**config.mk**
```make
export PLATFORM = sky130hd
export DESIGN_NAME = mns_msg_fifo
export DESIGN_NICKNAME = d
export VERILOG_FILES = /design/src/sv/mns_pkg.sv /design/src/sv/mns_msg_fifo.sv
export SDC_FILE = /design/constraint.sdc
export NUM_CORES = 1
export LEC_CHECK = 0
export ABC_AREA = 1
export BUFFER_PORTS_ARGS = -buffer_cell sky130_fd_sc_hd__buf_2
export CAP_MARGIN = 20
export CORE_ASPECT_RATIO = 0.9
export CORE_MARGIN = 5
export CORE_UTILIZATION = 52
export CTS_BUF_LIST = sky130_fd_sc_hd__clkbuf_4 sky130_fd_sc_hd__clkbuf_8 sky130_fd_sc_hd__clkbuf_16
export DETAILED_ROUTE_END_ITERATION = 6
export PLACE_DENSITY = 0.78
export SLEW_MARGIN = 0
export SYNTH_ARGS = -nofsm -noshare
export SYNTH_HDL_FRONTEND = slang
export SYNTH_SLANG_ARGS = --single-unit
```
**constraint.sdc**
```tcl
create_clock -name clk -period 1.5 [get_ports clk]
set_input_delay 0.075 -clock clk [delete_from_list [all_inputs] [get_ports clk]]
set_output_delay 0.075 -clock clk [all_outputs]
set_load 0.005 [all_outputs]
```
**src/sv/mns_pkg.sv**
```systemverilog
// ----------------------------------------------------------------------------
// mns_pkg
// Shared types and constants of the midi note sequencer: request and result
// items, configuration registers, queued messages and MIDI codes.
// ----------------------------------------------------------------------------
`timescale 1ns / 1ps
`default_nettype none

package mns_pkg;

	localparam int TBL_AW      = 8;
	localparam int TABLE_DEPTH = 1 << TBL_AW;

	localparam int MSG_AW    = 2;
	localparam int MSG_DEPTH = 1 << MSG_AW;

	localparam logic [7:0] MAX_DATA = 8'd127;

	// channel 0
	localparam logic [3:0] MIDI_CHANNEL = 4'h0;
	localparam logic [7:0] ST_CTRL = {4'hB, MIDI_CHANNEL};
	localparam logic [7:0] ST_PROG = {4'hC, MIDI_CHANNEL};
	localparam logic [7:0] ST_ON   = {4'h9, MIDI_CHANNEL};
	localparam logic [7:0] ST_OFF  = {4'h8, MIDI_CHANNEL};

	localparam logic [7:0] CC_BANK    = 8'h00;
	localparam logic [7:0] CC_VOLUME  = 8'h07;
	localparam logic [7:0] CC_ALL_OFF = 8'h7B;

	localparam int CFG_IW = 3;
	localparam int CFG_DW = 16;

	localparam logic [CFG_IW-1:0] REG_LOOP_ENABLE     = 3'd0;
	localparam logic [CFG_IW-1:0] REG_REVERSE_ORDER   = 3'd1;
	localparam logic [CFG_IW-1:0] REG_TRANSPOSE       = 3'd2;
	localparam logic [CFG_IW-1:0] REG_DUR_OFFSET      = 3'd3;
	localparam logic [CFG_IW-1:0] REG_PROGRAM_NUMBER  = 3'd4;
	localparam logic [CFG_IW-1:0] REG_CHANNEL_VOLUME  = 3'd5;
	localparam logic [CFG_IW-1:0] REG_BANK_NUMBER     = 3'd6;
	localparam logic [CFG_IW-1:0] REG_SEQUENCE_LENGTH = 3'd7;

	typedef enum logic [1:0] {
		CMD_TICK  = 2'd0,
		CMD_LOAD  = 2'd1,
		CMD_START = 2'd2,
		CMD_STOP  = 2'd3
	} cmd_t;

	typedef struct packed {
		cmd_t        command;
		logic [7:0]  entry_index;
		logic [7:0]  entry_note;
		logic [15:0] entry_duration;
	} req_t;

	typedef struct packed {
		logic [7:0] midi_byte;
		logic       last;
	} res_t;

	typedef struct packed {
		logic        loop_enable;
		logic        reverse_order;
		logic [7:0]  transpose;
		logic [15:0] dur_offset;
		logic [7:0]  program_number;
		logic [7:0]  channel_volume;
		logic [7:0]  bank_number;
		logic [8:0]  sequence_length;
	} cfg_t;

	// one queued MIDI message, two or three bytes
	typedef struct packed {
		logic [7:0] b0;
		logic [7:0] b1;
		logic [7:0] b2;
		logic       two_byte;
		logic       last;
	} msg_t;

	typedef struct packed {
		logic [7:0]  note;
		logic [15:0] duration;
	} entry_t;

endpackage

`default_nettype wire

```
**src/sv/mns_msg_fifo.sv**
```systemverilog
// ----------------------------------------------------------------------------
// mns_msg_fifo
// Short message queue between the request front and the byte sender.
// ----------------------------------------------------------------------------
`timescale 1ns / 1ps
`default_nettype none

module mns_msg_fifo (
	input  wire logic          clk,
	input  wire logic          arst_n,
	input  wire logic          push,
	input  wire mns_pkg::msg_t push_msg,
	input  wire logic          pop,
	output mns_pkg::msg_t      head_msg,
	output logic               full,
	output logic               empty
);
	import mns_pkg::*;

	msg_t              fifo_mem [MSG_DEPTH];
	logic [MSG_AW-1:0] wr_ptr_q;
	logic [MSG_AW-1:0] rd_ptr_q;
	logic [MSG_AW:0]   count_q;

	assign full     = (count_q == (MSG_AW + 1)'(MSG_DEPTH));
	assign empty    = (count_q == '0);
	assign head_msg = fifo_mem[rd_ptr_q];

	always_ff @(posedge clk) begin
		if (push) begin
			fifo_mem[wr_ptr_q] <= push_msg;
		end
	end

	always_ff @(posedge clk or negedge arst_n) begin
		if (!arst_n) begin
			wr_ptr_q <= '0;
			rd_ptr_q <= '0;
			count_q  <= '0;
		end else begin
			if (push) begin
				wr_ptr_q <= wr_ptr_q + 1'b1;
			end
			if (pop) begin
				rd_ptr_q <= rd_ptr_q + 1'b1;
			end
			unique case ({push, pop})
				2'b10:   count_q <= count_q + 1'b1;
				2'b01:   count_q <= count_q - 1'b1;
				default: count_q <= count_q;
			endcase
		end
	end

endmodule

`default_nettype wire

```
==> After elaboration in Yosys (flattened, before gate mapping) <==
Memories as Yosys holds them, arrays and structs flattened.
Index checks and enable logic that the tools add are counted.
{ "totals": {"reg_bits": 7, "mem_bits_rw": 104, "output_inout_bits": 28, "elab_cells": 16, "memories": 1} }
{ "memory_table": {"columns": ["name", "depth", "word_bits", "read_ports", "rd_clocked_by_memory_dff", "write_ports", "line", "source"], "rows": [
  ["fifo_mem", 4, 26, 1, 0, 1, "mns_msg_fifo.sv:20", "msg_t fifo_mem [MSG_DEPTH];"]
]} }
{ "op_classes": {"add_sub_neg": 4, "n_eq_ne": 3, "mux": 3, "n_reduce_logical": 2} }
{ "ops": {"columns": ["op", "count"], "rows": [
  ["$pmux 3 s2", 1],
  ["$add 2x1->2 const B", 2],
  ["$add 3x1->3 const B", 1],
  ["$eq 3x3->1 const B", 1],
  ["$logic_not 3->1", 1],
  ["$sub 3x1->3 const B", 1],
  ["$eq 2x1->1 const B", 1],
  ["$eq 2x2->1 const B", 1],
  ["$mux 1", 2],
  ["$reduce_bool 2->1", 1]
]} }

==> Logic depth before layout (Yosys ltp) <==
Gate-level depths: netlist (run 1).
{ "depth": {"word_depth": 2, "mapped_depth": 10, "mapped_depth_nobuf": 9} }

==> Least setup slack after synthesis (run 1) <==
Ideal clock, no wire load.
{ "synth_path": {"path_type": "register to register", "startpoint": "register wr_ptr_q[0]", "endpoint": "memory fifo_mem[2][0] in the netlist's numbering, enable pin", "setup_time_ns": 0.381, "arrival_time_ns": 1.183, "t_required_ns": 1.119, "setup_slack_ns": -0.064, "stages_incl_launch_ff": 5, "path_buffers": 0, "cell_sequence": "dfrtp_1 -> inv_1 -> ha_1 -> nand2_1 -> inv_1"} }
{ "synth_lines": {"columns": ["element", "line", "source"], "rows": [
  ["from (decl)", "mns_msg_fifo.sv:21", "logic [MSG_AW-1:0] wr_ptr_q;"],
  ["from (signal assigned)", "mns_msg_fifo.sv:42", "wr_ptr_q <= wr_ptr_q + 1'b1;"],
  ["to (decl)", "mns_msg_fifo.sv:20", null]
]} }
No word-level cell before the write port.

==> impl_metrics.env, run 1 <==
export IMPL_syn_inst=352
export IMPL_slew_headroom_pct=79.0
export IMPL_fin_cells=577
export IMPL_crit_type="reg -> out"
export IMPL_ys_seq_area_share_pct=70.8
export IMPL_critPathMaxFanout=21
export IMPL_hold_viol=0
export IMPL_setup_viol=26
export IMPL_start_util_pct=53.9
export IMPL_clock_sinks=111
export IMPL_synth_edff_count=104
export IMPL_path_clk_slew_ns=0.10
export IMPL_core_area_sq_um=8650
export IMPL_numPortBuffers=57
export IMPL_grt_usage_pct=17.7
export IMPL_grt_pass1_vias=2842
export IMPL_area_growth_pct=25.6
export IMPL_slowest_delay_ns=0.51
export IMPL_start_kind="flip-flop"
export IMPL_clockBufferDepth=2
export IMPL_violations="setup timing"
export IMPL_cp_required_ns=1.42
export IMPL_path_buf_inv=3
export IMPL_synth_area_leaders="edfxtp_1 (67%), nand2_1 (7.2%), o211ai_1 (5.3%), inv_1 (5.2%), o211ai_2 (5.1%)"
export IMPL_drt_first_pass_iters=4
export IMPL_slowest_stage="dfrtp_4"
export IMPL_antenna_cells=0
export IMPL_drtAntennaViolNets=0
export IMPL_fin_ws_ns=-0.250
export IMPL_layout_min_cycle_time_ns=1.75
export IMPL_tightest_slew_ns=0.315
export IMPL_final_cell_mix="edfxtp_1 (104), nand2_1 (87), inv_1 (62), buf_2 (55), o211ai_1 (33)"
export IMPL_crit_cells=5
export IMPL_drc=0
export IMPL_drt_wl_total_microns=9740
export IMPL_yosysWarnings=0
export IMPL_crit_end="head_msg[13]"
export IMPL_synthArstFlopShare_pct=6.31
export IMPL_min_path_type="in -> async"
export IMPL_place_hpwl_microns=5430
export IMPL_power_per_cell_area_nw_per_um2=1820
export IMPL_grt_overflow=0
export IMPL_ys_flop_type="edfxtp_1"
export IMPL_rr_startpoint="wr_ptr_q[0]$_DFFE_PN0P_"
export IMPL_synth_nets=388
export IMPL_min_period_over_period_pct=117
export IMPL_final_nets=489
export IMPL_power_leakage_nw=2.43
export IMPL_dieWidth_microns=110
export IMPL_avgSynthCellArea_sq_um=13.2
export IMPL_cap_violations=0
export IMPL_gp_congestion=0.691
export IMPL_ctsHtreeMaxLevel=3
export IMPL_die_height_microns=99.8
export IMPL_cts_tree="yes"
export IMPL_timing_rr_end="fifo_mem[2][8]$_DFFE_PP_"
export IMPL_ys_types=21
export IMPL_placedCellCount=522
export IMPL_r2r_cells=5
export IMPL_ys_ff_latch=111
export IMPL_crit_start="rd_ptr_q[0]$_DFFE_PN0P_"
export IMPL_fin_setup_tns_ns=-4.11
export IMPL_wire_per_inst_microns=16.9
export IMPL_worst_clock_skew_ns=0.00786
export IMPL_drtIter0Drc=199
export IMPL_syn_cell_area_sq_um=4660
export IMPL_numCtsBuffers=9
export IMPL_critical_path_cell_chain="buf_6 -> buf_16 -> o211ai_1 -> nand2_1 -> buf_2"
export IMPL_rows=32
export IMPL_mostFrequentLayoutCell="edfxtp_1"
export IMPL_drive_gt1_share_pct=26.9
export IMPL_synth_area_leader_cell="edfxtp_1"
export IMPL_grt_pass1_wl_microns=14700
export IMPL_via_per_inst=5.10
export IMPL_r2r_setup_slack_ns=0.14
export IMPL_antenna_found_initial=0
export IMPL_endpoint_kind="output port"
export IMPL_vias=2941
export IMPL_grt_max_degree=43
export IMPL_slew_viol_final=0
export IMPL_cts_root_buf="clkbuf_8"
export IMPL_max_freq_mhz=571
export IMPL_synth_top_cell_area_share_pct=67.0
export IMPL_vdd_drop_max_mv=0.803
export IMPL_ioPinCount=58
export IMPL_clock_latency_ns=0.36
export IMPL_crit_family="flip-flops"
export IMPL_die_area_sq_um=11000
export IMPL_outcome="complete, but fails checks"
export IMPL_rsz0062_at_grt="true"
export IMPL_crit_arrival_ns=1.67
-- layout make-up --
type / count / area [sq um]
clock inverter: 7 / 86.3
tap: 119 / 149
inverter: 66 / 260
fill: 592 / 2800
sequential: 111 / 3300
timing repair buffer: 108 / 952
multi-input combinational: 157 / 978
clock buffer: 9 / 124
-- registers in the layout, indices dropped and copies added, names as in the netlist --
name and flops:
wr_ptr_q 2, fifo_mem 104, rd_ptr_q 2, count_q 3
-- synthesized netlist by cell type (2+ instances only) --
master	number
edfxtp_1	104
o211ai_2	19
buf_6	7
o211ai_1	33
dfrtp_1	7
xor2_1	3
ha_1	5
nor3_1	2
inv_1	64
buf_2	9
nand2_1	89
-- through the flow --
stage | total power [mW] | util [%] | worst slack, ns | hold slack [ns] | instance area [sq um]
after floorplan | 6.75 | - | 0.0204 | -0.221 | 4670
after global placement | 7.79 | 59.0 | 0.124 | -0.0782 | 5100
after detailed placement | 7.94 | 59.0 | 0.0768 | -0.0753 | 5100
after CTS | 10.1 | 65.6 | -0.187 | 0.0501 | 5680
after global routing | 11.3 | 67.7 | -0.315 | 0.0726 | 5850
final | 10.6 | 67.7 | -0.250 | 0.0649 | 5850
-- cells by family (layout without fill, tap and decap cells) --
| group | count (synthesis) | count (layout) | share of synthesized area [%] |
|---|---|---|---|
| AO/OA/AOI/OAI | 54 | 54 | 10.6 |
| XOR/XNOR | 4 | 4 | 0.752 |
| adder cells (fa/ha/maj) | 6 | 6 | 1.77 |
| buffers and inverters | 84 | 190 | 8.43 |
| flip-flops | 111 | 111 | 70.8 |
| AND/OR/NAND/NOR | 93 | 93 | 7.63 |
-- layer usage --
| layer | up-vias | share of wire, % | track usage [%] |
|---|---|---|---|
| met5 | - | 0 | 0 |
| met2 | 103 | 51 | 28.5 |
| li1 | 1404 | - | - |
| met3 | 10 | 5.6 | 3.79 |
| met1 | 1424 | 42 | 24.7 |
| met4 | 0 | 1.2 | 4.79 |
-- how the worst min path moves through the flow --
stage | startpoint | depth (start not counted) | endpoint
2_1_floorplan | arst_n | 0 | count_q[0]$_DFFE_PN0P_
3_3_place_gp | arst_n | 1 | count_q[0]$_DFFE_PN0P_
3_5_place_dp | arst_n | 1 | count_q[0]$_DFFE_PN0P_
4_1_cts | arst_n | 2 | count_q[0]$_DFFE_PN0P_
5_1_grt | arst_n | 2 | count_q[0]$_DFFE_PN0P_
6_report | arst_n | 2 | count_q[0]$_DFFE_PN0P_
-- where the power goes --
| part | leakage (nW) | total (mW) | internal [mW] | switching, mW |
|---|---|---|---|---|
| Sequential | 1.04 | 4.32 | 4.07 | 0.247 |
| Combinational | 1.29 | 4.47 | 2.00 | 2.47 |
| Clock | 0.104 | 1.84 | 0.807 | 1.03 |
| Total | 2.43 | 10.6 | 6.88 | 3.75 |
-- worst reg2reg max path: cells and delay by family (launching register included) --
family / cells / cell delay [ns]
buffers and inverters: 3 / 0.38
flip-flops: 1 / 0.44
adder cells (fa/ha/maj): 1 / 0.15
AND/OR/NAND/NOR: 1 / 0.08
-- timing repair --
item                       in CTS  in global routing
resized for setup               6                 13
pin swaps                       4                 23
hold buffers                   29                  0
buffers inserted                0                  3
cloned                          2                  5
hold endpoints to repair      115                  0
setup endpoints to repair      26                 36
Power figures use the tool's default switching activity.
==> run 2, diff against run 1 <==
--- a/config.mk
+++ b/config.mk
@@ -10,10 +10,10 @@
 export CAP_MARGIN = 20
 export CORE_ASPECT_RATIO = 0.9
 export CORE_MARGIN = 5
-export CORE_UTILIZATION = 52
+export CORE_UTILIZATION = 48
 export CTS_BUF_LIST = sky130_fd_sc_hd__clkbuf_4 sky130_fd_sc_hd__clkbuf_8 sky130_fd_sc_hd__clkbuf_16
 export DETAILED_ROUTE_END_ITERATION = 6
-export PLACE_DENSITY = 0.78
+export PLACE_DENSITY = 0.73
 export SLEW_MARGIN = 0
 export SYNTH_ARGS = -nofsm -noshare
 export SYNTH_HDL_FRONTEND = slang
==> run 2 against run 1 <==
The flow still finishes with violations (setup timing). Worst hold slack better by 0.0054 ns. Critical path depth decreased by 1. Flip-flop and latch count did not move. Worst setup slack gained 0.14 ns. Clock power is 8% lower. Critical endpoint is now head_msg[20].
==> impl_metrics.env, run 2 (synthesis results as in run 1) <==
export IMPL_grt_pass1_vias=2793
export IMPL_fin_setup_tns_ns=-2.12
export IMPL_drt_first_pass_iters=4
export IMPL_clockBufferDepth=2
export IMPL_slowest_stage="dfrtp_4"
export IMPL_drc=0
export IMPL_num_fill_cells=746
export IMPL_wire_per_inst_microns=14.4
export IMPL_endpoint_kind="output port"
export IMPL_cts_tree="yes"
export IMPL_worst_clock_skew_ns=0.0106
export IMPL_crit_arrival_ns=1.54
export IMPL_numPortBuffers=57
export IMPL_hold_viol=0
export IMPL_start_util_pct=48.7
export IMPL_r2r_cells=5
export IMPL_slew_headroom_pct=79.3
export IMPL_ioPinCount=58
export IMPL_tightest_slew_ns=0.310
export IMPL_power_leakage_nw=2.36
export IMPL_r2r_setup_slack_ns=0.11
export IMPL_rsz0062_at_grt="true"
export IMPL_rr_startpoint="wr_ptr_q[0]$_DFFE_PN0P_"
export IMPL_place_hpwl_microns=5480
export IMPL_dp_slack_ns=0.115
export IMPL_drive_gt1_share_pct=25.6
export IMPL_start_kind="flip-flop"
export IMPL_crit_end="head_msg[20]"
export IMPL_die_height_microns=103
export IMPL_area_growth_pct=22.5
export IMPL_path_clk_slew_ns=0.10
export IMPL_crit_type="reg -> out"
export IMPL_grt_max_degree=35
export IMPL_grt_pass1_wl_microns=13300
export IMPL_antenna_cells=0
export IMPL_final_nets=484
export IMPL_cts_root_buf="clkbuf_8"
export IMPL_critical_path_cell_chain="buf_12 -> o211ai_1 -> nand2_1 -> buf_2"
export IMPL_layout_min_cycle_time_ns=1.61
export IMPL_outcome="complete, but fails checks"
export IMPL_final_cell_mix="edfxtp_1 (104), nand2_1 (88), inv_1 (62), buf_2 (56), o211ai_1 (33)"
export IMPL_top_register="fifo_mem"
export IMPL_crit_start="rd_ptr_q[0]$_DFFE_PN0P_"
export IMPL_antenna_found_initial=0
export IMPL_ctsHtreeMaxLevel=3
export IMPL_drtIter0Drc=122
export IMPL_rows=34
export IMPL_grt_overflow=0
export IMPL_clock_sinks=111
export IMPL_dieWidth_microns=114
export IMPL_slew_viol_final=0
export IMPL_clock_latency_ns=0.37
export IMPL_vdd_drop_max_mv=0.758
export IMPL_vias=2823
export IMPL_min_period_over_period_pct=108
export IMPL_critPathMaxFanout=34
export IMPL_mostFrequentLayoutCell="edfxtp_1"
export IMPL_largest_reg_flops=104
export IMPL_via_per_inst=4.88
export IMPL_die_area_sq_um=11800
export IMPL_min_path_type="in -> async"
export IMPL_violations="setup timing"
export IMPL_reg_largest_list="fifo_mem x104, count_q x3"
export IMPL_cp_required_ns=1.42
export IMPL_power_per_cell_area_nw_per_um2=1720
export IMPL_drt_wl_total_microns=8360
export IMPL_drtAntennaViolNets=0
export IMPL_gp_congestion=0.762
export IMPL_setup_viol=26
export IMPL_max_freq_mhz=620
export IMPL_grt_usage_pct=14.7
export IMPL_cap_violations=0
export IMPL_slowest_delay_ns=0.57
export IMPL_numCtsBuffers=9
export IMPL_core_area_sq_um=9570
export IMPL_fin_ws_ns=-0.114
export IMPL_timing_rr_end="fifo_mem[2][11]$_DFFE_PP_"
## run 2: timing repair
action | in CTS | in global routing
cloned | 0 | 0
pin swaps | 3 | 4
setup endpoints to repair | 26 | 28
gates resized for setup | 2 | 5
setup buffers | 2 | 0
hold buffers | 29 | 0
endpoints found under the hold margin | 115 | 0
## run 2: final cells by class
| type | count | area, sq um | share of cell area [%] |
|---|---|---|---|
| Tap cell | 126 | 158 | 2.76 |
| Sequential cell | 111 | 3300 | 57.9 |
| Timing Repair Buffer | 103 | 826 | 14.5 |
| Inverter | 66 | 260 | 4.56 |
| Clock buffer | 9 | 124 | 2.17 |
| Multi-Input combinational cell | 157 | 973 | 17.1 |
| Clock inverter | 7 | 63.8 | 1.12 |
## run 2: worst min path at each step
stage                                         end  slack (ns)  startpoint
after CTS                  count_q[1]$_DFFE_PN0P_        0.05      arst_n
after global placement     count_q[2]$_DFFE_PN0P_       -0.08      arst_n
final                     rd_ptr_q[1]$_DFFE_PN0P_        0.07      arst_n
after floorplan            count_q[0]$_DFFE_PN0P_       -0.22      arst_n
after global routing       count_q[1]$_DFFE_PN0P_        0.08      arst_n
after detailed placement   count_q[1]$_DFFE_PN0P_       -0.08      arst_n
## run 2: power breakdown
part           total, mW  leakage, nW  switching [mW]  internal (mW)
combinational       3.81         1.22            2.15           1.66
clock               1.69       0.0956            1.04          0.646
sequential          4.34         1.04           0.268           4.07
total               9.84         2.36            3.46           6.37
## run 2: critical path: cells and delay by family, from the launching register on
kind,cells,cell delay (ns)
flip-flops,1,0.57
buffers and inverters,2,0.33
AO/OA/AOI/OAI,1,0.18
AND/OR/NAND/NOR,1,0.10
## run 2: per-stage QoR
| stage | area (sq um) | util [%] | total power, mW | std cells | hold slack (ns) |
|---|---|---|---|---|---|
| CTS | 5700 | 59.5 | 9.94 | 579 | 0.0486 |
| detailed placement | 5200 | 54.3 | 8.14 | 532 | -0.0753 |
| global placement | 5200 | 54.3 | 8.02 | 532 | -0.0832 |
| global route | 5710 | 59.6 | 10.5 | 579 | 0.0839 |
| finish | 5710 | 59.6 | 9.84 | 579 | 0.0703 |
| floorplan | 4670 | - | 6.75 | 352 | -0.221 |
## run 2: metal layers
layer	vias to the layer above	GRT usage, %	share of wire (%)
met5	-	0	0
met4	0	6.12	2.0
met3	19	2.97	3.8
met2	56	25.8	50
met1	1357	17.9	44
li1	1391	-	-
