**src/sv/mns_pkg.sv**
```systemverilog
// ----------------------------------------------------------------------------
// mns_pkg
// Shared types and constants of the midi note sequencer: request and result
// items, configuration registers, queued messages and MIDI codes.
// ----------------------------------------------------------------------------
`timescale 1ns / 1ps
`default_nettype none

package mns_pkg;

	localparam int TBL_AW      = 8;
	localparam int TABLE_DEPTH = 1 << TBL_AW;

	localparam int MSG_AW    = 2;
	localparam int MSG_DEPTH = 1 << MSG_AW;

	localparam logic [7:0] MAX_DATA = 8'd127;

	// channel 0
	localparam logic [3:0] MIDI_CHANNEL = 4'h0;
	localparam logic [7:0] ST_CTRL = {4'hB, MIDI_CHANNEL};
	localparam logic [7:0] ST_PROG = {4'hC, MIDI_CHANNEL};
	localparam logic [7:0] ST_ON   = {4'h9, MIDI_CHANNEL};
	localparam logic [7:0] ST_OFF  = {4'h8, MIDI_CHANNEL};

	localparam logic [7:0] CC_BANK    = 8'h00;
	localparam logic [7:0] CC_VOLUME  = 8'h07;
	localparam logic [7:0] CC_ALL_OFF = 8'h7B;

	localparam int CFG_IW = 3;
	localparam int CFG_DW = 16;

	localparam logic [CFG_IW-1:0] REG_LOOP_ENABLE     = 3'd0;
	localparam logic [CFG_IW-1:0] REG_REVERSE_ORDER   = 3'd1;
	localparam logic [CFG_IW-1:0] REG_TRANSPOSE       = 3'd2;
	localparam logic [CFG_IW-1:0] REG_DUR_OFFSET      = 3'd3;
	localparam logic [CFG_IW-1:0] REG_PROGRAM_NUMBER  = 3'd4;
	localparam logic [CFG_IW-1:0] REG_CHANNEL_VOLUME  = 3'd5;
	localparam logic [CFG_IW-1:0] REG_BANK_NUMBER     = 3'd6;
	localparam logic [CFG_IW-1:0] REG_SEQUENCE_LENGTH = 3'd7;

	typedef enum logic [1:0] {
		CMD_TICK  = 2'd0,
		CMD_LOAD  = 2'd1,
		CMD_START = 2'd2,
		CMD_STOP  = 2'd3
	} cmd_t;

	typedef struct packed {
		cmd_t        command;
		logic [7:0]  entry_index;
		logic [7:0]  entry_note;
		logic [15:0] entry_duration;
	} req_t;

	typedef struct packed {
		logic [7:0] midi_byte;
		logic       last;
	} res_t;

	typedef struct packed {
		logic        loop_enable;
		logic        reverse_order;
		logic [7:0]  transpose;
		logic [15:0] dur_offset;
		logic [7:0]  program_number;
		logic [7:0]  channel_volume;
		logic [7:0]  bank_number;
		logic [8:0]  sequence_length;
	} cfg_t;

	// one queued MIDI message, two or three bytes
	typedef struct packed {
		logic [7:0] b0;
		logic [7:0] b1;
		logic [7:0] b2;
		logic       two_byte;
		logic       last;
	} msg_t;

	typedef struct packed {
		logic [7:0]  note;
		logic [15:0] duration;
	} entry_t;

endpackage

`default_nettype wire

```
**src/sv/mns_tx.sv**
```systemverilog
// ----------------------------------------------------------------------------
// mns_tx
// Byte sender: takes queued messages and puts out one MIDI byte per cycle while messages are queued.
// ----------------------------------------------------------------------------
`timescale 1ns / 1ps
`default_nettype none

module mns_tx (
	input  wire logic          clk,
	input  wire logic          arst_n,
	input  wire mns_pkg::msg_t head_msg,
	input  wire logic          empty,
	output logic               pop,
	output logic               strobe,
	output mns_pkg::res_t      result
);
	import mns_pkg::*;

	msg_t       msg_q;
	logic [1:0] cnt_q;
	logic       act_q;
	logic       at_end;

	assign at_end = (cnt_q == (msg_q.two_byte ? 2'd1 : 2'd2));
	assign pop    = !empty && (!act_q || at_end);
	assign strobe = act_q;

	always_comb begin
		unique case (cnt_q)
			2'd0:    result.midi_byte = msg_q.b0;
			2'd1:    result.midi_byte = msg_q.b1;
			2'd2:    result.midi_byte = msg_q.b2;
			default: result.midi_byte = msg_q.b2;
		endcase
		result.last = msg_q.last && at_end;
	end

	always_ff @(posedge clk or negedge arst_n) begin
		if (!arst_n) begin
			act_q <= 1'b0;
			cnt_q <= 2'd0;
		end else if (act_q && !at_end) begin
			cnt_q <= cnt_q + 2'd1;
		end else if (pop) begin
			act_q <= 1'b1;
			cnt_q <= 2'd0;
		end else begin
			act_q <= 1'b0;
		end
	end

	always_ff @(posedge clk) begin
		if (pop) begin
			msg_q <= head_msg;
		end
	end

endmodule

`default_nettype wire

```
**config.mk**
```make
export PLATFORM = sky130hd
export DESIGN_NAME = mns_tx
export DESIGN_NICKNAME = d
export VERILOG_FILES = /design/src/sv/mns_pkg.sv /design/src/sv/mns_tx.sv
export SDC_FILE = /design/constraint.sdc
export NUM_CORES = 1
export LEC_CHECK = 0
export ABC_AREA = 1
export ABC_CLOCK_PERIOD_IN_PS = 4170
export BUFFER_PORTS_ARGS = -buffer_cell sky130_fd_sc_hd__buf_2
export CORE_MARGIN = 1
export CORE_UTILIZATION = 50
export CTS_CLUSTER_SIZE = 16
export DETAILED_ROUTE_END_ITERATION = 7
export MAX_ROUTING_LAYER = met4
export PLACE_DENSITY = 0.8
export SLEW_MARGIN = 20
export SYNTH_ARGS = -nofsm -noshare
export SYNTH_HDL_FRONTEND = slang
export SYNTH_SLANG_ARGS = --single-unit
```
**constraint.sdc**
```tcl
create_clock -name clk -period 4.17 [get_ports clk]
set_input_delay 0.417 -clock clk [delete_from_list [all_inputs] [get_ports clk]]
set_output_delay 0.417 -clock clk [all_outputs]
set_load 0.02 [all_outputs]
```
# After elaboration in Yosys (flattened, before gate mapping)
# Index checks and enable logic that the tools add are counted.
# totals
ff_bits	29
latchBits	0
ramBits	0
romBits	0
input_bits	29
wordCells	24
mem_count	0
# op_classes
addsub	1
n_mul	0
div	0
n_lt_le_gt_ge	0
n_eq_ne	2
shifts	0
muxes	5
bitwise	0
reduce_logical	9
# ops
operator	count
case mux 8 bit (2 select lines)	1
2-to-1 mux 2 bit	3
logical AND 1 bit	3
zero test 1 bit	3
adder 2 x 1 -> 2 bit, second input constant	1
== test 2 x 1 -> 1 bit, second input constant	1
== test 2 bit	1
zero test 2 bit	1
nonzero test 2 bit	1
logical OR 1 bit	1
2-to-1 mux 1 bit	1

# Longest topological paths before layout
# Gate-level depths: netlist (run 1).
# logic_depth
word_depth	6
ltp_mapped	7
mapped_depth_nobuf	7

# Worst setup path before layout (run 1)
# OpenSTA, ideal clock, no wires.
# synth_path
kind	flip-flop to flip-flop
startpoint	register cnt_q[1]
endpoint	register msg_q[0] in the netlist's numbering (enable)
setup_time_ps	432
arrival_ps	2228
path_slack_ps	1510
stages_incl_launch_ff	6
n_path_buf	0
cell_sequence	dfrtp_1 inv_1 nand2_1 nand2_1 nand2_2 a21oi_1
# synth_via
elab_chain_cells	3
# synth_lines
item	line_no	source
from (decl)	mns_tx.sv:20	logic [1:0] cnt_q;
from (signal assigned)	mns_tx.sv:43	cnt_q <= cnt_q + 2'd1;
== test 2 bit	mns_tx.sv:24	assign at_end = (cnt_q == (msg_q.two_byte ? 2'd1 : 2'd2));
logical OR 1 bit	mns_tx.sv:25	assign pop = !empty && (!act_q || at_end);
logical AND 1 bit	mns_tx.sv:25	
net pop	mns_tx.sv:13	output logic pop,
to (signal assigned)	mns_tx.sv:54	msg_q <= head_msg;
to (decl)	mns_tx.sv:19	msg_t msg_q;
# The timed path passes the listed nets, and every way through them passes these cells.
# A chain may end at the register's enable or synchronous reset.

# Final worst setup path (run 1)
# layout_path
startpoint	register cnt_q[1]
endpoint	output pop
# layout_via
elab_chain_cells	3
# layout_lines
item	line_no
== test 2 bit	mns_tx.sv:24
logical OR 1 bit	mns_tx.sv:25
logical AND 1 bit	mns_tx.sv:25
to (decl)	mns_tx.sv:13
# No other way between the ends.

==> flow_summary_export.csv, run 1 <==
group,metric,value,unit
floorplanning,io_pins,40,
clock_tree,cts_sinks,29,
setup_path,cp-start-kind,"flop",
sta,hold_viol_final,0,
setup_path,critPathKind,"flop to primary output",
placed_design,gp_congestion,0.7729,
routing,dr.max_layer_used,"met4",
clock_tree,cts_tree,"done",
setup_path,crit_path_cell_trace,"inv_1, nand2_1, nand2_1, nand2_2, a21oi_2, buf_4, buf_2",
setup_path,slowest_stage,"dfrtp_1",
sta,finalSetupTns,0,ps
sta,clock_skew,8.112,ps
placed_design,port_buffers,39,
floorplanning,coreArea,2022,µm²
finish,antennaDiodeCount,0,
setup_path,worstPathRequired,3750,ps
power_and_ir_drop,pwr_density_cell,727.4,nW/µm²
sta,slew_viol_final,0,
finish,fillCellCount,152,
routing,dr.pass1.iters,4,
routing,vias,759,
routing,drc,0,
setup_path,crit_fanout,19,
sta,min_period_over_period,57.83,%
grt,grt_overflow,0,
worst_hold_path,hold_depth,1,
grt,grt_pass1_wl,2.960,mm
setup_path,critical-path-max-stage-delay,410,ps
sta,rsz0062_at_grt,"false",
yosys,yosysTopAreaCell,"edfxtp_1",
floorplanning,core.rowCount,16,
yosys,synth_nets,108,
sta,tightest_slew,457.0,ps
yosys,synth-seq-cells,29,
setup_path,crit_top_cell,"nand2_1",
setup_path,reg2regPathDepth,6,
routing,avgViaCountPerCell,5.026,
floorplanning,die_x,49.01,µm
setup_path,timing.rr.start,"cnt_q[1]$_DFFE_PN0P_",
clock_tree,cts_buffers,5,
worst_hold_path,holdPathEnd,"msg_q[3]$_DFFE_PP_",
yosys,netlist_top_cells_area,"edfxtp_1 71%, nand2_1 7.8%, dfrtp_1 6.8%, a22oi_1 5.4%, ha_1 2.3%",
yosys,syn_inst,77,
grt,grt_pass1_vias,718,
yosys,syn-cell-area,1105,µm²
placed_design,dp_hpwl,1.391,mm
clock_tree,cts_root_buf,"clkbuf_4",
worst_hold_path,hp-start,"head_msg[3]",
yosys,syn_area_per_cell,14.35,µm²
flow_run,max-cap-violations,0,
routing,wl_met2,1.050,mm
yosys,ys.warnings.count,0,
finish,nNetsFinal,154,
run_status,status,"complete, no violations",
routing,drt-initial-drc-count,20,
power_and_ir_drop,power.total,1.015,mW
clock_tree,h-tree-depth,2,
sta,fmax,414.6,MHz
grt,antenna_found_initial,0,
grt,grt_use_total,18.16,%
routing,wl_per_cell,12.98,µm
finish,syn_to_final_growth,26.27,%
finish,drive_above_1_share,40.32,%
yosys,synth.distinct_cells,12,
sta,setup_viol,0,
setup_path,setup.worst_path.end_class,"primary output",
sta,period_needed,2412,ps
yosys,netlist.area_leader.share,70.67,%
floorplanning,initial_core_util,54.64,%
setup_path,reg2reg_slack,2390,ps
floorplanning,die_h,49.01,µm
routing,met1_length,726,µm
setup_path,crit_arrival,1990,ps
clock_tree,cts_buffer_depth,2,
routing,antenna_left,0,
grt,grt_max_degree,20,
power_and_ir_drop,power_leakage,0.6149,nW
sta,slew_headroom,69.54,%
routing,routed_wl,1.960,mm
routing,dr_wl_met3,149,µm
clock_tree,clkLatencyLatePin,320,ps
setup_path,critPathLaunch,"cnt_q[1]$_DFFE_PN0P_",
yosys,ys_seq_area_share,77.46,%
clock_tree,path_clk_slew,90,ps
floorplanning,dieArea,2401,µm²
worst_hold_path,min_path_type,"input pin to flop",
setup_path,r2r_end,"msg_q[12]$_DFFE_PP_",
power_and_ir_drop,irDropWorstVdd,0.0004555,V
stage by stage:
step	util (%)	hold slack, ps	instances	area (µm²)	setup slack [ps]
floorplan	-	121.4	77	1105	1510
global placement	66.03	218.1	142	1335	2150
detailed placement	66.03	217.1	142	1335	2073
CTS	69.00	255.1	151	1395	1707
global route	69.00	252.7	151	1395	1555
finish	69.00	269.8	151	1395	1758
how the worst max path moves through the flow:
stage / end / slack [ps] / depth (start not counted)
floorplan: msg_q[0]$_DFFE_PP_ / 1510 / 5
global placement: pop / 2150 / 7
detailed placement: pop / 2070 / 7
CTS: pop / 1710 / 7
global route: pop / 1560 / 7
finish: pop / 1760 / 7
worst max-delay path: cells and delay by family (launching register included):
kind / cells / cell delay (ps)
buffers and inverters: 3 / 650
flip-flops: 1 / 410
AO/OA/AOI/OAI: 1 / 400
AND/OR/NAND/NOR: 3 / 210
where the power goes:
| group | switching (mW) | leakage [nW] | internal, mW |
|---|---|---|---|
| clock network | 0.0888 | 0.0300 | 0.0607 |
| logic | 0.287 | 0.305 | 0.140 |
| registers | 0.0307 | 0.280 | 0.408 |
| total | 0.406 | 0.615 | 0.609 |
final cells by class:
cell class / count / area, µm² / share of cell area, %
clock buffers: 5 / 37.54 / 2.691
clock inverters: 3 / 12.51 / 0.8969
inverters: 4 / 15.01 / 1.076
multi-input cells: 42 / 227.7 / 16.32
flip-flops and latches: 29 / 855.8 / 61.35
well taps: 27 / 33.78 / 2.422
repair buffers: 41 / 212.7 / 15.25
synth_stat cells:
cell	count
nor2_1	1
nand3_1	4
a22oi_1	8
nor2_4	1
inv_1	4
ha_1	2
nand2_2	2
nand2_1	23
dfrtp_1	3
buf_2	2
edfxtp_1	26
a21oi_1	1
flip-flops by register name, indices dropped and copies added (netlist names):
register	flops
cnt_q	2
msg_q	26
strobe	1
layer usage:
metal / GRT usage [%] / up-vias
li1: - / 366
met5: - / -
met1: 17.67 / 341
met4: 8.824 / 0
met3: 5.607 / 5
met2: 32.41 / 47
cell usage in the layout, fill, tap and decap left out:
cell and count:
edfxtp_1 26, nand3_1 4, clkinv_1 2, dfrtp_1 3, ha_1 2, a21oi_2 1, clkbuf_4 5, buf_2 39
a22oi_1 8, inv_1 4, dlygate4sd3_1 1, nand2_2 2, nor2_4 1, buf_4 1, clkinv_2 1, nand2_1 23
nor2_1 1
logic make-up (layout without fill, tap and decap cells):
| kind of cell | Yosys count | count (layout) | synth area share, % |
|---|---|---|---|
| compound gates | 9 | 9 | 5.889 |
| fa+ha+maj | 2 | 2 | 2.265 |
| buf+inv | 6 | 53 | 2.265 |
| flops | 29 | 29 | 77.46 |
| simple gates | 31 | 31 | 12.12 |
timing repair:
item	4_1_cts	5_1_grt
resized for setup	0	0
buffers inserted	0	0
hold buffers	1	0
hold endpoints to repair	3	0
setup endpoints to repair	0	0
No activity file was read; power rests on OpenSTA's default activity.
==> run 2, diff against run 1 <==
--- a/config.mk
+++ b/config.mk
@@ -6,14 +6,14 @@
 export NUM_CORES = 1
 export LEC_CHECK = 0
 export ABC_AREA = 1
-export ABC_CLOCK_PERIOD_IN_PS = 4170
+export ABC_CLOCK_PERIOD_IN_PS = 2380
 export BUFFER_PORTS_ARGS = -buffer_cell sky130_fd_sc_hd__buf_2
 export CORE_MARGIN = 1
-export CORE_UTILIZATION = 50
+export CORE_UTILIZATION = 47
 export CTS_CLUSTER_SIZE = 16
 export DETAILED_ROUTE_END_ITERATION = 7
 export MAX_ROUTING_LAYER = met4
-export PLACE_DENSITY = 0.8
+export PLACE_DENSITY = 0.76
 export SLEW_MARGIN = 20
 export SYNTH_ARGS = -nofsm -noshare
 export SYNTH_HDL_FRONTEND = slang
==> constraint.sdc (replaced) <==
create_clock -name clk -period 2.38 [get_ports clk]
set_input_delay 0.238 -clock clk [delete_from_list [all_inputs] [get_ports clk]]
set_output_delay 0.238 -clock clk [all_outputs]
set_load 0.02 [all_outputs]
==> run 2 against run 1 <==
Compared with the run above:
- clock skew about the same
- sequential share of layout area down 0.38 points
- via count up 1.1%
- total power up 75%
- global-route usage down 0.40 points
- utilization down 5.5 points
- critical path depth down 1
- worst setup slack worse by 1400 ps
- wire length down 4.5%
- worst hold slack worse by 190 ps
- register-to-register slack worse by 1400 ps
- critical endpoint is now result[1]
- largest power group unchanged
==> flow_summary_export.csv, run 2 (synthesis gave the netlist of run 1 again) <==
group,metric,value,unit
power_and_ir_drop,irDropWorstVdd,0.0007282,V
setup_path,reg2regPathDepth,6,
routing,drc,0,
finish,largest_register_ffs,26,
setup_path,critPathKind,"flop to primary output",
sta,clock_skew,7.859,ps
setup_path,cp-start-kind,"flop",
setup_path,critPathLaunch,"cnt_q[0]$_DFFE_PN0P_",
finish,syn_to_final_growth,27.07,%
clock_tree,clkLatencyLatePin,320,ps
setup_path,crit_arrival,1790,ps
power_and_ir_drop,power_leakage,0.6200,nW
power_and_ir_drop,pwr_density_cell,1268,nW/µm²
sta,slew_headroom,72.51,%
sta,hold_viol_final,0,
run_status,status,"complete, no violations",
setup_path,r2r_end,"msg_q[2]$_DFFE_PP_",
clock_tree,cts_buffer_depth,2,
clock_tree,post_cts_buffers,0,
finish,most-common-layout-cells,"39 x buf_2, 26 x edfxtp_1, 23 x nand2_1",
grt,grt_overflow,0,
placed_design,dp_hpwl,1.357,mm
grt,grt_use_total,17.76,%
clock_tree,cts-resized-gates,0,
routing,antenna_left,0,
worst_hold_path,min_path_type,"input pin to flop",
setup_path,reg2reg_slack,970,ps
finish,drive_above_1_share,40.80,%
sta,hold_slack,84.36,ps
routing,avgViaCountPerCell,5.013,
sta,slew_viol_final,0,
finish,antennaDiodeCount,0,
sta,setup_viol,0,
sta,fmax,493.5,MHz
flow_run,max-cap-violations,0,
clock_tree,cts_tree,"done",
floorplanning,core.rowCount,17,
finish,layout_commonest_cell,"buf_2",
sta,rsz0062_at_grt,"false",
floorplanning,io_pins,40,
routing,drt-initial-drc-count,24,
finish,post-route-util,63.46,%
grt,grt_max_degree,16,
setup_path,crit_fanout,9,
grt,grt_pass1_wl,2.946,mm
routing,wl_per_cell,12.23,µm
setup_path,critPathCapture,"result[1]",
clock_tree,h-tree-depth,2,
clock_tree,path_clk_slew,90,ps
clock_tree,holdBufCountCts,1,
finish,regMostFlops,"msg_q",
clock_tree,cts_sinks,29,
setup_path,timing.rr.start,"cnt_q[1]$_DFFE_PN0P_",
sta,tightest_slew,412.4,ps
sta,period_needed,2027,ps
sta,min_period_over_period,85.15,%
grt,grt_pass1_vias,732,
grt,antenna_found_initial,0,
finish,nNetsFinal,155,
routing,routed_wl,1.871,mm
setup_path,worstPathRequired,2140,ps
placed_design,port_buffers,39,
routing,dr.pass1.iters,4,
floorplanning,coreArea,2212,µm²
floorplanning,die_x,50.49,µm
floorplanning,initial_core_util,49.94,%
sta,finalSetupTns,0,ps
routing,vias,767,
placed_design,gp_congestion,0.8438,
clock_tree,cts_root_buf,"clkbuf_4",
floorplanning,dieArea,2549,µm²
clock_tree,cts_buffers,5,
setup_path,setup.worst_path.end_class,"primary output",
floorplanning,die_h,50.49,µm
-- run 2: cell types whose count changed in the layout (fill, tap and decap cells not counted) --
cell / change
buf_4: +1
-- run 2: where the power goes --
group,switching (mW),internal (mW),total (mW)
Clock,0.158,0.106,0.265
Sequential,0.0524,0.715,0.767
Combinational,0.496,0.252,0.748
-- run 2: through the flow --
step | power (mW) | cells | setup WS (ps) | instance area, µm²
3_5_place_dp | 1.533 | 144 | 704.3 | 1344
2_1_floorplan | 1.288 | 77 | 363.9 | 1109
5_1_grt | 1.899 | 153 | 157.5 | 1404
3_3_place_gp | 1.515 | 144 | 723.0 | 1344
4_1_cts | 1.798 | 153 | 330.9 | 1404
6_report | 1.780 | 153 | 353.5 | 1404
-- run 2: per-layer routing --
layer / wire length, µm / track usage, %
met5: 0 / -
met4: 51 / 11.11
met2: 939 / 26.22
met1: 740 / 18.76
met3: 141 / 9.091
-- run 2: how the worst min path moves through the flow --
| stage | slack (ps) | endpoint | cells after the start | startpoint |
|---|---|---|---|---|
| 3_3_place_gp | 40 | cnt_q[0]$_DFFE_PN0P_ | 1 | arst_n |
| 2_1_floorplan | -60 | cnt_q[0]$_DFFE_PN0P_ | 0 | arst_n |
| 4_1_cts | 70 | msg_q[1]$_DFFE_PP_ | 1 | head_msg[1] |
| 5_1_grt | 60 | msg_q[1]$_DFFE_PP_ | 1 | head_msg[1] |
| 6_report | 80 | msg_q[1]$_DFFE_PP_ | 1 | head_msg[1] |
| 3_5_place_dp | 40 | cnt_q[0]$_DFFE_PN0P_ | 1 | arst_n |
-- run 2: critical path: stages, from the launching register on --
cell and delay (ps):
dfrtp_1 430, inv_1 110, ha_1 420, nor2_4 110, a22oi_1 160, nand2_1 80
buf_2 160
-- run 2: layout make-up --
class	count	area, µm²
multi-input cells	42	227.7
repair buffers	42	220.2
well taps	28	35.03
clock inverters	3	12.51
fillers	176	808.3
flip-flops and latches	29	855.8
inverters	4	15.01
clock buffers	5	37.54
==> run 3, diff against run 2 <==
--- a/config.mk
+++ b/config.mk
@@ -7,14 +7,14 @@
 export LEC_CHECK = 0
 export ABC_AREA = 1
 export ABC_CLOCK_PERIOD_IN_PS = 2380
-export BUFFER_PORTS_ARGS = -buffer_cell sky130_fd_sc_hd__buf_2
+export BUFFER_PORTS_ARGS = -buffer_cell sky130_fd_sc_hd__buf_4
 export CORE_MARGIN = 1
 export CORE_UTILIZATION = 47
 export CTS_CLUSTER_SIZE = 16
 export DETAILED_ROUTE_END_ITERATION = 7
 export MAX_ROUTING_LAYER = met4
 export PLACE_DENSITY = 0.76
-export SLEW_MARGIN = 20
+export SLEW_MARGIN = 0
 export SYNTH_ARGS = -nofsm -noshare
 export SYNTH_HDL_FRONTEND = slang
 export SYNTH_SLANG_ARGS = --single-unit
==> run 3 against run 2 <==
Compared with the run above:
- fmax fell by 0.34%
- total power rose by 7.3%
- utilization rose by 5.0 points
- first-iteration DRC count fell by 54%
- design area rose by 7.8%
- sequential share of layout area fell by 4.4 points
- sequential power rose by 0.7%
- via count fell by 0.13%
- global-route usage rose by 1.8 points
- die area did not move
- largest power group is now combinational cells
==> flow_summary_export.csv, run 3 (synthesis gave the netlist of run 1 again) <==
group,metric,value,unit
routing,antenna_left,0,
grt,antenna_found_initial,0,
setup_path,cp-start-kind,"flop",
finish,fillCellCount,156,
worst_hold_path,min_path_type,"input pin to flop",
clock_tree,clkLatencyLatePin,330,ps
floorplanning,core.rowCount,17,
sta,slew_viol_final,0,
finish,most-common-layout-cells,"42 x buf_4, 26 x edfxtp_1, 23 x nand2_1",
sta,hold_viol_final,0,
floorplanning,coreArea,2212,µm²
routing,avgViaCountPerCell,4.974,
finish,antennaDiodeCount,0,
clock_tree,cts_buffer_depth,2,
flow_run,max-cap-violations,0,
clock_tree,cts-resized-gates,0,
sta,clock_skew,7.793,ps
floorplanning,initial_core_util,49.94,%
finish,fin_area,1514,µm²
sta,slew_headroom,73.24,%
power_and_ir_drop,power.total,1.910,mW
routing,dr.pass1.iters,4,
routing,drc,0,
routing,drt-initial-drc-count,11,
setup_path,crit_arrival,1800,ps
power_and_ir_drop,power_leakage,0.6587,nW
power_and_ir_drop,pwr_density_cell,1262,nW/µm²
grt,grt_overflow,0,
routing,routed_wl,2.065,mm
setup_path,cp_top_family,"flip-flops",
clock_tree,h-tree-depth,2,
floorplanning,die_x,50.49,µm
grt,grt_pass1_wl,3.270,mm
floorplanning,die_h,50.49,µm
finish,largest_register_ffs,26,
routing,vias,766,
setup_path,cp_num_buf_inv,2,
finish,nNetsFinal,156,
setup_path,worstPathRequired,2140,ps
floorplanning,dieArea,2549,µm²
setup_path,critical-path-max-stage-delay,420,ps
clock_tree,cts_tree,"done",
clock_tree,cts_buffers,5,
grt,grt_use_total,19.53,%
setup_path,critPathKind,"flop to primary output",
floorplanning,io_pins,40,
sta,period_needed,2033,ps
setup_path,setup.worst_path.end_class,"primary output",
setup_path,slowest_stage,"dfrtp_1",
placed_design,place_area,1449,µm²
sta,setup_viol,0,
clock_tree,path_clk_slew,90,ps
placed_design,port_buffers,39,
setup_path,crit_path_cell_trace,"inv_1, ha_1, nor2_4, a22oi_1, nand2_1, buf_4",
run_status,status,"complete, no violations",
finish,layout_commonest_cell,"buf_4",
routing,wl_per_cell,13.41,µm
sta,tightest_slew,401.3,ps
sta,min_period_over_period,85.44,%
grt,grt_max_degree,13,
clock_tree,cts_root_buf,"clkbuf_4",
sta,fmax,491.8,MHz
finish,regMostFlops,"msg_q",
finish,drive_above_1_share,42.86,%
grt,grt_pass1_vias,762,
placed_design,dp_cells,145,
sta,finalSetupTns,0,ps
placed_design,dp_hpwl,1.520,mm
clock_tree,cts_sinks,29,
power_and_ir_drop,irDropWorstVdd,0.0007444,V
placed_design,gp_congestion,0.8388,
finish,final_cell_count_no_fill,154,
sta,rsz0062_at_grt,"false",
clock_tree,post_cts_buffers,0,
finish,syn_to_final_growth,37.03,%
sta,hold_slack,77.92,ps
setup_path,crit_fanout,9,
==> run 3: changes by cell type in the layout (fill, tap and decap cells not counted) <==
cell	before	now
buf_4	2	42
buf_2	39	0
clkinv_1	2	0
clkinv_2	1	2
clkinvlp_4	0	1
==> run 3: cell type report <==
| class | count | area (µm²) | share of cell area, % |
|---|---|---|---|
| inverter | 4 | 15.01 | 0.9917 |
| clock buffer | 5 | 37.54 | 2.479 |
| multi-input combinational | 42 | 227.7 | 15.04 |
| timing repair buffer | 43 | 325.3 | 21.49 |
| tap | 28 | 35.03 | 2.314 |
| clock inverter | 3 | 17.52 | 1.157 |
| sequential | 29 | 855.8 | 56.53 |
==> run 3: path summary, 6_finish.rpt <==
check	slack (ps)	cells past startpoint	end	startpoint
min	80	1	msg_q[13]$_DFFE_PP_	head_msg[13]
max reg2reg	760	6	msg_q[10]$_DFFE_PP_	cnt_q[1]$_DFFE_PN0P_
min reg2reg	570	2	cnt_q[1]$_DFFE_PN0P_	cnt_q[1]$_DFFE_PN0P_
max in group asynchronous	2060	2	cnt_q[0]$_DFFE_PN0P_	arst_n
min in group asynchronous	230	2	strobe$_DFFE_PN0N_	arst_n
max	350	6	result[7]	cnt_q[0]$_DFFE_PN0P_
==> run 3: power breakdown <==
part	total [mW]	internal, mW	switching [mW]	leakage, nW
clock	0.280	0.111	0.169	0.0310
combinational	0.859	0.343	0.516	0.348
sequential	0.772	0.715	0.0568	0.280
==> run 3: per-layer routing <==
layer	GRT usage [%]	vias up	share of wire, %
li1	-	372	-
met1	19.64	351	38
met2	30.00	35	51
met3	9.091	8	7.2
met4	13.43	0	2.9
met5	-	-	0
==> run 3: what timing repair did <==
| action | in CTS | in global routing |
|---|---|---|
| hold buffers | 1 | 0 |
| hold endpoints to repair | 3 | 0 |
| endpoints found under the setup margin | 0 | 0 |
==> run 3: stage by stage <==
stage	setup WS, ps	utilization (%)
5_1_grt	219.7	68.44
3_3_place_gp	759.6	65.50
6_report	346.6	68.44
4_1_cts	335.0	68.44
3_5_place_dp	710.8	65.50
2_1_floorplan	363.9	-
